--- src/rtl/core/cpce_pkg.sv ---
// ----------------------------------------------------------------------------
// cpce_pkg
// Shared types and constants for the capsule pair collision event core.
// ----------------------------------------------------------------------------
package cpce_pkg;

  localparam int unsigned PairSlots   = 64;
  localparam int unsigned ObjectCount = 256;
  localparam int unsigned ObjW        = (ObjectCount > 1) ? $clog2(ObjectCount) : 1;
  localparam int unsigned KeyW        = 2 * ObjW;

  typedef enum logic [1:0] {
    EvNone  = 2'd0,
    EvEnter = 2'd1,
    EvStay  = 2'd2,
    EvExit  = 2'd3
  } event_kind_e;

  typedef struct packed {
    logic [7:0]         first_id;
    logic [7:0]         second_id;
    logic signed [31:0] first_x;
    logic signed [31:0] first_y;
    logic signed [31:0] first_z;
    logic signed [31:0] second_x;
    logic signed [31:0] second_y;
    logic signed [31:0] second_z;
    logic [29:0]        first_radius;
    logic [29:0]        first_length;
    logic [29:0]        second_radius;
    logic [29:0]        second_length;
  } query_t;

  typedef struct packed {
    logic [1:0] event_kind;
    logic       receiver;
    logic       touching;
    logic       last_of_run;
  } result_t;

  // Token passed along the cell chain for one query.
  typedef struct packed {
    logic [ObjW-1:0] key_a;
    logic [ObjW-1:0] key_b;
    logic            insert;   // store the pair in the first free cell
    logic            remove;   // clear any matching cell
    logic            found;    // some cell matched so far
  } chain_tok_t;

endpackage

--- src/rtl/core/cpce_cell.sv ---
// ----------------------------------------------------------------------------
// cpce_cell
// One pair table slot: matches, inserts or clears as the token passes.
// ----------------------------------------------------------------------------
module cpce_cell (
  input  logic                clk_i,
  input  logic                rst_ni,
  input  logic                tok_vld_i,
  input  cpce_pkg::chain_tok_t tok_i,
  output logic                tok_vld_o,
  output cpce_pkg::chain_tok_t tok_o
);
  import cpce_pkg::*;

  logic            valid_q, valid_d;
  logic [KeyW-1:0] key_q, key_d;
  logic            hit;
  chain_tok_t      tok_d, tok_q;
  logic            tvld_q;

  assign hit = valid_q && ((key_q == {tok_i.key_a, tok_i.key_b}) ||
                           (key_q == {tok_i.key_b, tok_i.key_a}));

  always_comb begin
    valid_d = valid_q;
    key_d   = key_q;
    tok_d   = tok_i;
    if (tok_vld_i) begin
      if (hit) begin
        tok_d.found = 1'b1;
      end
      if (tok_i.remove && hit) begin
        valid_d = 1'b0;
      end
      if (tok_i.insert && !valid_q) begin
        valid_d      = 1'b1;
        key_d        = {tok_i.key_a, tok_i.key_b};
        tok_d.insert = 1'b0;
      end
    end
  end

  always_ff @(posedge clk_i or negedge rst_ni) begin
    if (!rst_ni) begin
      valid_q <= 1'b0;
      tvld_q  <= 1'b0;
    end else begin
      valid_q <= valid_d;
      tvld_q  <= tok_vld_i;
    end
  end

  always_ff @(posedge clk_i) begin
    key_q <= key_d;
    tok_q <= tok_d;
  end

  assign tok_vld_o = tvld_q;
  assign tok_o     = tok_q;

endmodule

--- config.mk ---
export PLATFORM = sky130hd
export DESIGN_NAME = cpce_cell
export DESIGN_NICKNAME = d
export VERILOG_FILES = /design/src/rtl/core/cpce_pkg.sv /design/src/rtl/core/cpce_cell.sv
export SDC_FILE = /design/constraint.sdc
export NUM_CORES = 1
export LEC_CHECK = 0
export ABC_AREA = 1
export BUFFER_PORTS_ARGS = -buffer_cell sky130_fd_sc_hd__buf_2
export CAP_MARGIN = 20
export CORE_MARGIN = 3
export CORE_UTILIZATION = 25
export CTS_CLUSTER_DIAMETER = 80
export CTS_CLUSTER_SIZE = 40
export DETAILED_ROUTE_END_ITERATION = 12
export PLACE_DENSITY = 0.42
export SETUP_SLACK_MARGIN = 0.1
export SLEW_MARGIN = 10
export SYNTH_ARGS = -nofsm -noshare
export SYNTH_HDL_FRONTEND = slang
export SYNTH_SLANG_ARGS = --single-unit
--- constraint.sdc ---
create_clock -name clk_i -period 2.61 [get_ports clk_i]
set_input_delay 0.1305 -clock clk_i [delete_from_list [all_inputs] [get_ports clk_i]]
set_output_delay 0.1305 -clock clk_i [all_outputs]
set_load 0.01 [all_outputs]
# Word level (Yosys, flattened, before mapping)
# Cells that the tools add are included.
# W data, S select, Z words.
totals:
  reg_bits: 37
  in_bits: 22
  word_cells: 24
  output_inout_bits: 20
op_classes:
  n_eq_ne: 2
  reduce_logical: 8
  muxes: 6
op_table:
  columns: ["cell", "n"]
  rows:
  - ["$eq A16 B16 Y1", 2]
  - ["$mux W1", 6]
  - ["$reduce_and A2 Y1", 2]
  - ["$logic_and A1 B1 Y1", 3]
  - ["$reduce_bool A2 Y1", 1]
  - ["$logic_not A1 Y1", 1]
  - ["$logic_or A1 B1 Y1", 1]

# Longest topological paths before layout
depth:
  word_depth: 6
  depth_mapped: 11
  mapped_depth_nobuf: 11

# Least setup slack after synthesis
# Ideal clock, no wire load.
synth_path:
  kind: "register to register"
  startpoint: "register valid_q"
  endpoint: "register key_q[0], enable pin"
  arrival_time_ps: 842
  path_slack_ps: 1405
  setup_time_ps: 364
  stages_incl_launch_ff: 4
  n_path_buf: 0
  t_required_ps: 2246
  synth_period_minus_slack_ps: 1205
  cell_sequence: "dfrtp_1 > inv_1 > nand3_1 > inv_1"
synth_between:
  elab_chain_cells: 3
synth_rtl:
  columns: ["item", "line", "text"]
  rows:
  - ["start, declared", "cpce_cell.sv:15", "logic valid_q, valid_d;"]
  - ["start signal, assigned", "cpce_cell.sv:48", "valid_q <= valid_d;"]
  - ["$logic_not A1 Y1", "cpce_cell.sv:35", "if (tok_i.insert && !valid_q) begin"]
  - ["$logic_and A1 B1 Y1", "cpce_cell.sv:35", null]
  - ["$reduce_and A2 Y1 (no line)", null, null]
  - ["end signal, assigned", "cpce_cell.sv:54", "key_q <= key_d;"]
  - ["end, declared", "cpce_cell.sv:16", "logic [KeyW-1:0] key_q, key_d;"]
# Every way passes these cells.
# A chain may end at the register's enable or synchronous reset.

# Worst setup path after layout
layout_path:
  startpoint: "input port tok_vld_i"
  endpoint: "register key_q[2], enable pin"
layout_between:
  elab_chain_cells: 1
layout_rtl:
  columns: ["item", "line", "text"]
  rows:
  - ["start, declared", "cpce_cell.sv:8", "input logic tok_vld_i,"]
  - ["$reduce_and A2 Y1 (no line)", null, null]
# Every way passes these cells.

==> qor.txt <==
Flop-to-flop setup slack: 1.21 ns
Avg Inst Size Synth: 7.62 µm²
Hold buffer count at CTS: 14
Nets: 288
Gpl congestion: 0.680
Netlist Area Pre-Place: 1550 µm²
Vias in the first global route: 1228
Resized Gates After CTS: 0
Core Util, Final: 35.0%
Commonest non-fill, non-tap cell in the layout: nand2_1
CTS max path bufs: 2
Largest family of logic cells by synthesized area: simple AND/OR/NAND/NOR gates
Synthesized flop and latch total: 37
Crit-path max FO: 16
Simple-gate share of the synthesized area: 31.3%
Number of buffers created by CTS: 5
Minimum clock period: 1.45 ns
Initial antenna violation count: 0
TritonCTS clock tree: yes
Die Y-Extent: 84.8 µm
Synth cell types: 10
Crit. End Element: flip-flop
Share of layout cells above drive strength 1: 18.0%
Status: finished clean
Post-synthesis mux area share: 0%
DP HPWL: 2280 µm
DIE AREA: 7200 µm²
Syn Inst Count: 204
Peak VDD IR: 225 µV
Global-route wire length before repair: 5280 µm
Clock Skew: 0.00284 ns
Port Buf Inserts: 41
Most frequent cells in the layout: nand2_1 (107), buf_2 (41), inv_1 (35), nor2_1 (20), dfxtp_1 (19)
Synth Warn #: 0
Setup crit end: key_q[2]
Final setup fails: 0
CORE AREA: 5960 µm²
Slew margin rel.: 56.1%
Clock Latency Late Sink: 0.28 ns
M1 GR Usage: 12.6%
GR Overflow Total: 0
Min-Delay Path Class: input port to flip-flop
Setup CP Type: input port to flip-flop
Max Clk Rate: 689 MHz
ANT nets after route: 0
Drt via density: 3.71
FP Rows: 28
Top Usage Layer GRT: met2
N_diodes: 0
I/O Pins: 42
Met2 Use GR: 13.7%
Pwr Density: 570 nW/µm²
Synthesized Nets: 226
Synth Area in Adders: 0%
Clock slew at reported path FFs: 0.07 ns
Crit path required time: 2.53 ns
Reg2Reg Depth: 3
Fraction of the cycle the final worst path needs: 55.6%
RSZ-0062 raised after global routing: false
Router iterations before antenna repair: 4
Sequential area share after synthesis: 58.6%
Initial Util: 26.1%
Max Cap Viol: 0
Max Transition Viols Final: 0
Syn-to-layout area delta: 34.1%
Worst setup SP type: input port
DRT Wirelength: 3140 µm
Iteration-0 DRC Markers: 55
Setup TNS: 0 ns
Reg-to-Reg End: key_q[2]
Met3 Usage GRT: 3.01%
H-tree depth: 2
Vias: 1268
Fill cell count: 667
Compound-gate portion of the synthesized area: 1.05%
Hold Path Stages: 1
Clk sinks: 37
Routed len/inst: 9.18 µm
Critical path launch point: tok_vld_i
Total GRT Usage: 9.42%
Worst-Margin Slew: 0.658 ns
Clk Tree Root Cell: clkbuf_8
Largest net degree at the start of global routing: 17
Reg-to-Reg Start: valid_q
Final Hold Vio Count: 0
P_leak: 1.14 nW
Width of the chip: 84.8 µm
XOR/XNOR share of the synthesized area: 0.564%
Setup Fix Bufs, Post-CTS: 0
Drt drc: 0
Crit path DAT: 1.37 ns
## area by class of cell
| cell class | count | area [µm²] | share of cell area (%) |
|---|---|---|---|
| flip-flops and latches | 37 | 911 | 43.7 |
| clock buffers | 8 | 90.1 | 4.32 |
| inverters | 35 | 131 | 6.31 |
| well taps | 75 | 93.8 | 4.50 |
| multi-input cells | 132 | 512 | 24.6 |
| repair buffers | 55 | 345 | 16.6 |
## kinds of logic (layout without fill, tap and decap cells)
logic type,Yosys count,after routing
DFF,37,37
xor gates and xnor gates,1,1
and+or+nand+nor,129,129
AOI/OAI and AO/OA,2,2
buffers and inverters,35,98
## stage by stage
stage / setup WS (ns) / power, mW / std cells / hold slack, ns / instance area [µm²]
3_3_place_gp: 1.20 / 0.778 / 320 / -0.0813 / 1850
5_1_grt: 1.04 / 1.26 / 342 / 0.00612 / 2080
3_5_place_dp: 1.18 / 0.778 / 320 / -0.0802 / 1850
4_1_cts: 1.14 / 1.21 / 342 / 0.000644 / 2080
2_1_floorplan: 1.40 / 0.720 / 204 / -0.165 / 1550
6_report: 1.16 / 1.19 / 342 / 0.00981 / 2080
## where the power goes
| part | switching [mW] | total [mW] | internal (mW) |
|---|---|---|---|
| clock | 0.194 | 0.409 | 0.215 |
| combinational | 0.0760 | 0.136 | 0.0601 |
| sequential | 0.00946 | 0.642 | 0.633 |
| total | 0.279 | 1.19 | 0.908 |
## state kept, by name, indices dropped and copies added (netlist names)
name and cells:
valid_q 1, tok_o 19, tok_vld_o 1, key_q 16
## worst min path at each step
stage,from,end,slack [ns]
2_1_floorplan,rst_ni,tok_vld_o,-0.17
4_1_cts,tok_i[18],tok_o[18],0.0006
3_5_place_dp,rst_ni,tok_vld_o,-0.08
6_report,tok_i[4],tok_o[4],0.01
3_3_place_gp,rst_ni,tok_vld_o,-0.08
5_1_grt,tok_i[18],tok_o[18],0.006
## critical path, stage by stage
cell           delay (ns)
dlygate4sd3_1        0.52
buf_2                0.13
nand3_1              0.09
inv_1                0.49
## cells in the mapped netlist
| cell type | n | area (µm²) |
|---|---|---|
| xor2_1 | 1 | 8.76 |
| dfxtp_1 | 19 | 380 |
| inv_1 | 35 | 131 |
| nor2_1 | 20 | 75.1 |
| edfxtp_1 | 16 | 480 |
| dfrtp_1 | 2 | 50.1 |
| nand3_1 | 2 | 10.0 |
| a21boi_0 | 1 | 7.51 |
| nand2_1 | 107 | 402 |
| a21o_2 | 1 | 8.76 |
## layer usage
| metal | wire length [µm] | vias to the layer above |
|---|---|---|
| met3 | 132 | 4 |
| met1 | 1560 | 517 |
| met2 | 1380 | 25 |
| met4 | 67 | 0 |
| met5 | 0 | - |
| li1 | - | 722 |
(Power assumes the default switching activity.)
