==> config.mk <==
export PLATFORM = sky130hd
export DESIGN_NAME = cpce_geom
export DESIGN_NICKNAME = d
export VERILOG_FILES = /design/src/rtl/core/cpce_pkg.sv /design/src/rtl/core/cpce_geom.sv
export SDC_FILE = /design/constraint.sdc
export NUM_CORES = 2
export LEC_CHECK = 0
export ABC_AREA = 1
export BUFFER_PORTS_ARGS = -buffer_cell sky130_fd_sc_hd__buf_2
export CORE_ASPECT_RATIO = 1.4
export CORE_UTILIZATION = 45
export CTS_CLUSTER_DIAMETER = 120
export DETAILED_ROUTE_END_ITERATION = 12
export MAX_ROUTING_LAYER = met4
export PLACE_DENSITY = 0.68
export SYNTH_ARGS = -nofsm -noshare
export SYNTH_HDL_FRONTEND = slang
export SYNTH_SLANG_ARGS = --single-unit
==> constraint.sdc <==
create_clock -name clk_i -period 9.4 [get_ports clk_i]
set_input_delay 1.41 -clock clk_i [delete_from_list [all_inputs] [get_ports clk_i]]
set_output_delay 1.41 -clock clk_i [all_outputs]
set_load 0.05 [all_outputs]
==> src/rtl/core/cpce_pkg.sv <==
// ----------------------------------------------------------------------------
// cpce_pkg
// Shared types and constants for the capsule pair collision event core.
// ----------------------------------------------------------------------------
package cpce_pkg;

  localparam int unsigned PairSlots   = 64;
  localparam int unsigned ObjectCount = 256;
  localparam int unsigned ObjW        = (ObjectCount > 1) ? $clog2(ObjectCount) : 1;
  localparam int unsigned KeyW        = 2 * ObjW;

  typedef enum logic [1:0] {
    EvNone  = 2'd0,
    EvEnter = 2'd1,
    EvStay  = 2'd2,
    EvExit  = 2'd3
  } event_kind_e;

  typedef struct packed {
    logic [7:0]         first_id;
    logic [7:0]         second_id;
    logic signed [31:0] first_x;
    logic signed [31:0] first_y;
    logic signed [31:0] first_z;
    logic signed [31:0] second_x;
    logic signed [31:0] second_y;
    logic signed [31:0] second_z;
    logic [29:0]        first_radius;
    logic [29:0]        first_length;
    logic [29:0]        second_radius;
    logic [29:0]        second_length;
  } query_t;

  typedef struct packed {
    logic [1:0] event_kind;
    logic       receiver;
    logic       touching;
    logic       last_of_run;
  } result_t;

  // Token passed along the cell chain for one query.
  typedef struct packed {
    logic [ObjW-1:0] key_a;
    logic [ObjW-1:0] key_b;
    logic            insert;   // store the pair in the first free cell
    logic            remove;   // clear any matching cell
    logic            found;    // some cell matched so far
  } chain_tok_t;

endpackage

==> src/rtl/core/cpce_geom.sv <==
// ----------------------------------------------------------------------------
// cpce_geom
// Touch test: four squares through one shared 34x34 squarer, one per cycle.
// ----------------------------------------------------------------------------
module cpce_geom (
  input  logic            clk_i,
  input  logic            rst_ni,
  input  logic            start_i,
  input  cpce_pkg::query_t q_i,
  output logic            done_o,
  output logic            touch_o
);
  import cpce_pkg::*;

  logic [33:0]  hx_q, hz_q, gap_q, rad_q;
  logic [2:0]   step_q;
  logic         busy_q;
  logic [33:0]  opnd;
  logic [67:0]  sq;
  logic [69:0]  acc_q;
  logic [67:0]  rsq_q;
  logic [33:0]  vy2, span;

  function automatic logic [33:0] adiff2(logic signed [31:0] a, logic signed [31:0] b);
    logic signed [32:0] d;
    d = 33'(a) - 33'(b);
    if (d[32]) d = -d;
    return {d[32:0], 1'b0};
  endfunction

  assign vy2  = adiff2(q_i.first_y, q_i.second_y);
  assign span = 34'(q_i.first_length) + 34'(q_i.second_length);

  always_comb begin
    unique case (step_q[1:0])
      2'd0:    opnd = hx_q;
      2'd1:    opnd = hz_q;
      2'd2:    opnd = gap_q;
      default: opnd = rad_q;
    endcase
  end
  // 34x34 square, one per cycle
  assign sq = opnd * opnd;

  always_ff @(posedge clk_i or negedge rst_ni) begin
    if (!rst_ni) begin
      busy_q <= 1'b0;
      step_q <= '0;
    end else if (start_i) begin
      busy_q <= 1'b1;
      step_q <= '0;
    end else if (busy_q) begin
      step_q <= step_q + 3'd1;
      if (step_q == 3'd4) busy_q <= 1'b0;
    end
  end

  always_ff @(posedge clk_i) begin
    if (start_i) begin
      hx_q  <= adiff2(q_i.first_x, q_i.second_x);
      hz_q  <= adiff2(q_i.first_z, q_i.second_z);
      gap_q <= (vy2 > span) ? vy2 - span : '0;
      rad_q <= 34'({(31'(q_i.first_radius) + 31'(q_i.second_radius)), 1'b0});
      acc_q <= '0;
    end else if (busy_q) begin
      if (step_q < 3'd3) acc_q <= acc_q + 70'(sq);
      else if (step_q == 3'd3) rsq_q <= sq;
    end
  end

  assign done_o  = busy_q && (step_q == 3'd4);
  assign touch_o = acc_q < 70'(rsq_q);

endmodule
Word level (Yosys, flattened, before mapping)
Index checks and enable logic that the tools add are counted.
{"block": "word_totals", "ff_bits": 273, "wordCells": 45, "output_inout_bits": 2, "input_bits": 331}
{"block": "op_classes", "bitwise": 2, "multipliers": 1, "add_sub_neg": 11, "n_lt_le_gt_ge": 3, "eq_ne": 4, "reduce_logical": 5, "n_mux": 9}
{"op": "34-bit one-hot mux with 3 select lines", "count": 1}
{"op": "33-bit negation", "count": 3}
{"op": "32-bit by 32-bit subtractor with 33-bit output", "count": 3}
{"op": "70-bit by 68-bit adder with 70-bit output", "count": 1}
{"op": "70-bit by 68-bit less-than comparator with 1-bit output", "count": 1}
{"op": "34-bit by 34-bit multiplier with 68-bit output", "count": 1}
{"op": "32-bit two-way mux", "count": 2}
{"op": "30-bit by 30-bit adder with 31-bit output", "count": 2}
{"op": "34-bit by 31-bit greater-than comparator with 1-bit output", "count": 1}
{"op": "34-bit by 31-bit subtractor with 34-bit output", "count": 1}
{"op": "33-bit two-way mux", "count": 1}
{"op": "3-bit two-way mux", "count": 2}
{"op": "4-bit AND reduction", "count": 1}
{"op": "3-bit by 1-bit adder with 3-bit output, second input constant", "count": 1}
{"op": "3-bit by 2-bit equality test with 1-bit output, second input constant", "count": 1}
{"op": "3-bit equality test, second input constant", "count": 1}
{"op": "3-bit by 2-bit less-than comparator with 1-bit output, second input constant", "count": 1}
{"op": "1-bit two-way mux", "count": 3}
{"op": "2-bit by 1-bit equality test with 1-bit output, second input constant", "count": 1}
{"op": "2-bit equality test, second input constant", "count": 1}
{"op": "2-bit logical NOT", "count": 1}
{"op": "1-bit inverter", "count": 2}
{"op": "2-bit AND reduction", "count": 1}
{"op": "2-bit nonzero test", "count": 1}
{"op": "1-bit logical AND", "count": 1}

Longest topological paths before layout
{"block": "depth", "ltp_word": 4, "depth_mapped": 56, "ltp_nobuf": 53}

Worst setup path after synthesis
Ideal clock, no wire load.
{"block": "synth_path", "path_type": "reg2reg", "from": "register step_q[0]", "to": "register acc_q[65]", "period_less_slack_ns": 9.706, "stages_incl_launch_ff": 55, "t_arrival_ns": 9.589, "path_buffers": 4, "t_required_ns": 9.284, "setup_slack_ns": -0.306, "setup_ns": 0.116, "cell_sequence": "dfrtp_1 > ha_1 > clkbuf_1 > inv_1 > clkbuf_1 > clkbuf_1 > nand2_1 > o21ai_1 > inv_1 > clkbuf_1 > nor2_1 > inv_1 > fa_1 > inv_1 > fa_1 > inv_1 > fa_1 > fa_1 > (+19 left out) > o21ai_0 > nand2_1 > nand2_1 > xor2_1 > ha_1 > nand2_1 > nor2_1 > inv_1 > nor2_1 > inv_1 > nor2_1 > nand3_1 > o221ai_1 > nand2_1 > inv_1 > o21ai_0 > o211ai_1 > inv_1"}
{"block": "synth_between", "elab_chain_len": 4, "word_cells_on_any_way": 8, "cone_classes": "1 x add/sub; 1 x mul; 1 x order compare; 2 x eq/ne; 1 x mux; 2 x reduce/logical"}
{"item": "start: declaration", "line": "cpce_geom.sv:16", "text": "logic [2:0] step_q;"}
{"item": "start signal: assignment", "line": "cpce_geom.sv:53", "text": "step_q <= step_q + 3'd1;"}
{"item": "2-bit equality test, or another cell as far along", "line": "cpce_geom.sv:35", "text": "unique case (step_q[1:0])"}
{"item": "34-bit one-hot mux with 3 select lines *", "line": "cpce_geom.sv:35"}
{"item": "34-bit by 34-bit multiplier with 68-bit output *", "line": "cpce_geom.sv:43", "text": "assign sq = opnd * opnd;"}
{"item": "via sq[47]", "line": "cpce_geom.sv:19", "text": "logic [67:0] sq;"}
{"item": "70-bit by 68-bit adder with 70-bit output *", "line": "cpce_geom.sv:66", "text": "if (step_q < 3'd3) acc_q <= acc_q + 70'(sq);"}
{"item": "end signal: assignment", "line": "cpce_geom.sv:66"}
{"item": "end: declaration", "line": "cpce_geom.sv:20", "text": "logic [69:0] acc_q;"}
The timed path passes the listed nets; every way through them passes the cells marked *.
A chain may end at the register's enable or synchronous reset.

Worst setup path after layout
{"block": "layout_path", "from": "register step_q[1]", "to": "register acc_q[69]"}
The elaborated chain is that of the path after synthesis.

==> summary.md <==
| Metric | Value |
|---|---|
| Skew final | ~47 ps |
| Worst slew pin tran | approximately 1100 ps |
| Max FO, Critical Path | 6 |
| Synth Flop Type | edfxtp_1 |
| CTS Buffer Depth | 3 |
| Top cell by count, worst path | fa_1 |
| Pre-antenna DRT Iters | 6 |
| Min cycle time layout | 10,040 ps |
| Number of distinct library cells after synthesis | between 60 and 70 |
| Number of antenna violations at the first check in global routing | 7 |
| CTS tree | done |
| Crit path launch type | flop |
| Die Span Y | 443 um |
| R2r worst-path depth | 51 |
| Vias per std cell | approximately 5.3 |
| RR Endpoint | acc_q[69] |
| Fin worst setup slack | -637 ps |
| Layout cells sized above 1 | 0.238 |
| Post-synth EDFFs | between 150 and 200 |
| Synthesis-stage register bit count | 272 |
| Post-route ant nets | 0 |
| Clock Latency Late Sink | between 600 and 700 ps |
| Multi-input logic area | between 50,000 and 60,000 um2 |
| RSZ-0062 raised after global routing | yes |
| Hold EP | acc_q[0] |
| Row Count | approximately 160 |
| DRC | 0 |
| Met3 usage | 0.0359 |
| Core area | ~140,000 um2 |
| Asr flop ratio synth | 0.0147 |
| WS Path Type | reg2reg |
| CP endpoint kind | flop |
| Gr ovfl total | 0 |
| Post-synth net total | slightly above 10,000 |
| Sequential area share after synthesis | 0.119 |
| Slew Limit Fails | 0 |
| Gpl congestion | ~1.1 |
| Top cell type by total area after synthesis | fa_1 |
| Die area | 141,000 um2 |
| Fin util | 0.582 |
| Initial core utilization | 0.454 |
| Met1 GRT Util | 0.315 |
| Port bufs | roughly 320 |
| GR met2 Demand/Resource | 0.594 |
| Synth warn | 0 |
| Via count | between 60,000 and 70,000 |
| Clock root cell | clkbuf_16 |
| Largest net degree at the start of global routing | between 100 and 150 |
| Drt initial violations | roughly 3,300 |
| Chip width | around 320 um |
| Layout Nets | between 10,000 and 15,000 |
| Final wirelength | around 230,000 um |
| Area Overhead vs Synth | 28.1% |
| Critical path arrival | 10,580 ps |
| Reg2Reg Launch Point | step_q[1] |
| Clk slew on worst S/H paths | approximately 70 ps |
| Vias in the first global route | roughly 63,000 |
| Period utilisation layout | 1.07 |
| Failing checks | negative setup slack |
| Outcome | complete, but fails checks |
| Critical Path RT | 9940 ps |
| Fmax | ~0.10 GHz |
| Min-delay src | acc_q[0] |
| GRT Total Usage | 0.333 |
| Slew headroom | 0.298 |
| Post-synth top cells | 2,065 x inv_1, 1,395 x nand2_1, 1,071 x nor2_1, 928 x fa_1, 612 x ha_1 |
| GR peak layer | met2 |
| Slowest Stage Delay on Critical Path | 590 ps |
| Max Cap Viol | 0 |
| Final setup fails | between 40 and 50 |
| Synthesized instance count | 8,313 |
| Storage element area | ~7400 um2 |
| DR WL/cell | 20.0 um |
| Final hold vios | 0 |
| CTS Buf Count | 29 |
| Clock sinks | roughly 270 |
| Synth area leaders | fa_1 30%, inv_1 12%, ha_1 12% |
| Synth Cell Area | around 63,000 um2 |
| Hold depth | 2 |
| Syn_area_per_cell | around 7.5 um2 |
| Slowest stage cell, crit path | fa_1 |
| Area share of the largest cell type after synthesis | 0.297 |
| Dpl hpwl | slightly below 200,000 um |
| Fillers | ~13,000 |
| FF-to-FF setup slack | -640 ps |
| Hold crit path type | reg2reg |
| I/O pins | approximately 330 |
| Count leader, synth | inv_1 |
| H-tree lvl count | 1 |
| First-pass GRT wire length | ~350,000 um |
## metrics by stage
stage	TNS [ps]	std cells	area (um2)	worst slack, ps	hold slack, ps
3_3_place_gp	-39830	11300	74200	-1270	500
4_1_cts	-10110	11400	78300	-517	511
2_1_floorplan	0	8313	62600	1.22	475
5_1_grt	-30030	11500	80200	-1000	538
6_report	-16080	11500	80200	-637	510
3_5_place_dp	-43270	11300	74200	-1300	502
## critical path, delay by kind of cell, from the launching register on
family | cells | cell delay, ps
xor+xnor | 1 | 170
flops | 1 | 460
compound gates | 10 | 1700
buf+inv | 19 | 2070
fa+ha+maj | 11 | 4740
simple gates | 10 | 790
## layout by cell type (no fill, tap or decap), drive strengths merged, types with 65 or more instances in the layout
cell / instances
nor3: 65
buf: 1454
edfxtp: 198
nand2: 1408
dfxtp: 70
o21ai: 294
ha: 612
xor2: 229
fa: 928
nand3: 228
a21oi: 452
nor2: 1117
inv: 2076
xnor2: 98
nand4: 82
## cells by family (layout without fill, tap and decap cells)
logic type	count (synthesis)	after routing	synth area share
AND/OR/NAND/NOR	2955	2955	0.193
buffers and inverters	2227	3591	0.134
adder cells (fa/ha/maj)	1540	1540	0.419
AO/OA/AOI/OAI	992	992	0.0892
XOR/XNOR	327	327	0.0458
flip-flops	272	272	0.119
other	0	6	0
## sequential cells by signal, summed over array words and instances (netlist names)
name and cells:
acc_q 70, rsq_q 67, gap_q 34, hx_q 33, hz_q 33, rad_q 31, step_q 3, busy_q 1
## repair_timing
action / 4_1_cts / 5_1_grt
setup endpoints to repair: 52 / 54
pin swaps: 136 / 140
hold buffers: 0 / 0
setup buffers: 53 / 39
cloned: 4 / 2
resized for setup: 638 / 403
## cell type report
cell class	instances	area share
clock inverter	14	0.00147
inverter	2082	0.0980
clock buffer	37	0.0101
sequential	272	0.0929
antenna	6	0.000187
timing repair buffer	1458	0.137
multi-input combinational	5814	0.632
tap	1793	0.0280
## routing by layer
layer,wire [um],share of wire
met1,75100,0.33
met5,0,0
met3,10100,0.044
met2,119000,0.52
met4,25400,0.11
## worst max-delay path by stage
stage,start,to,slack [ps],cells past startpoint
2_1_floorplan,step_q[0],acc_q[65],1,48
3_3_place_gp,step_q[0],acc_q[50],-1270,43
3_5_place_dp,step_q[1],acc_q[50],-1300,48
4_1_cts,step_q[1],acc_q[65],-520,51
5_1_grt,step_q[1],acc_q[66],-1000,53
6_report,step_q[1],acc_q[69],-640,51
Power is left out: the tool's default activity adds up to more than one toggle a clock period on the data nets, which glitch-free logic cannot reach.
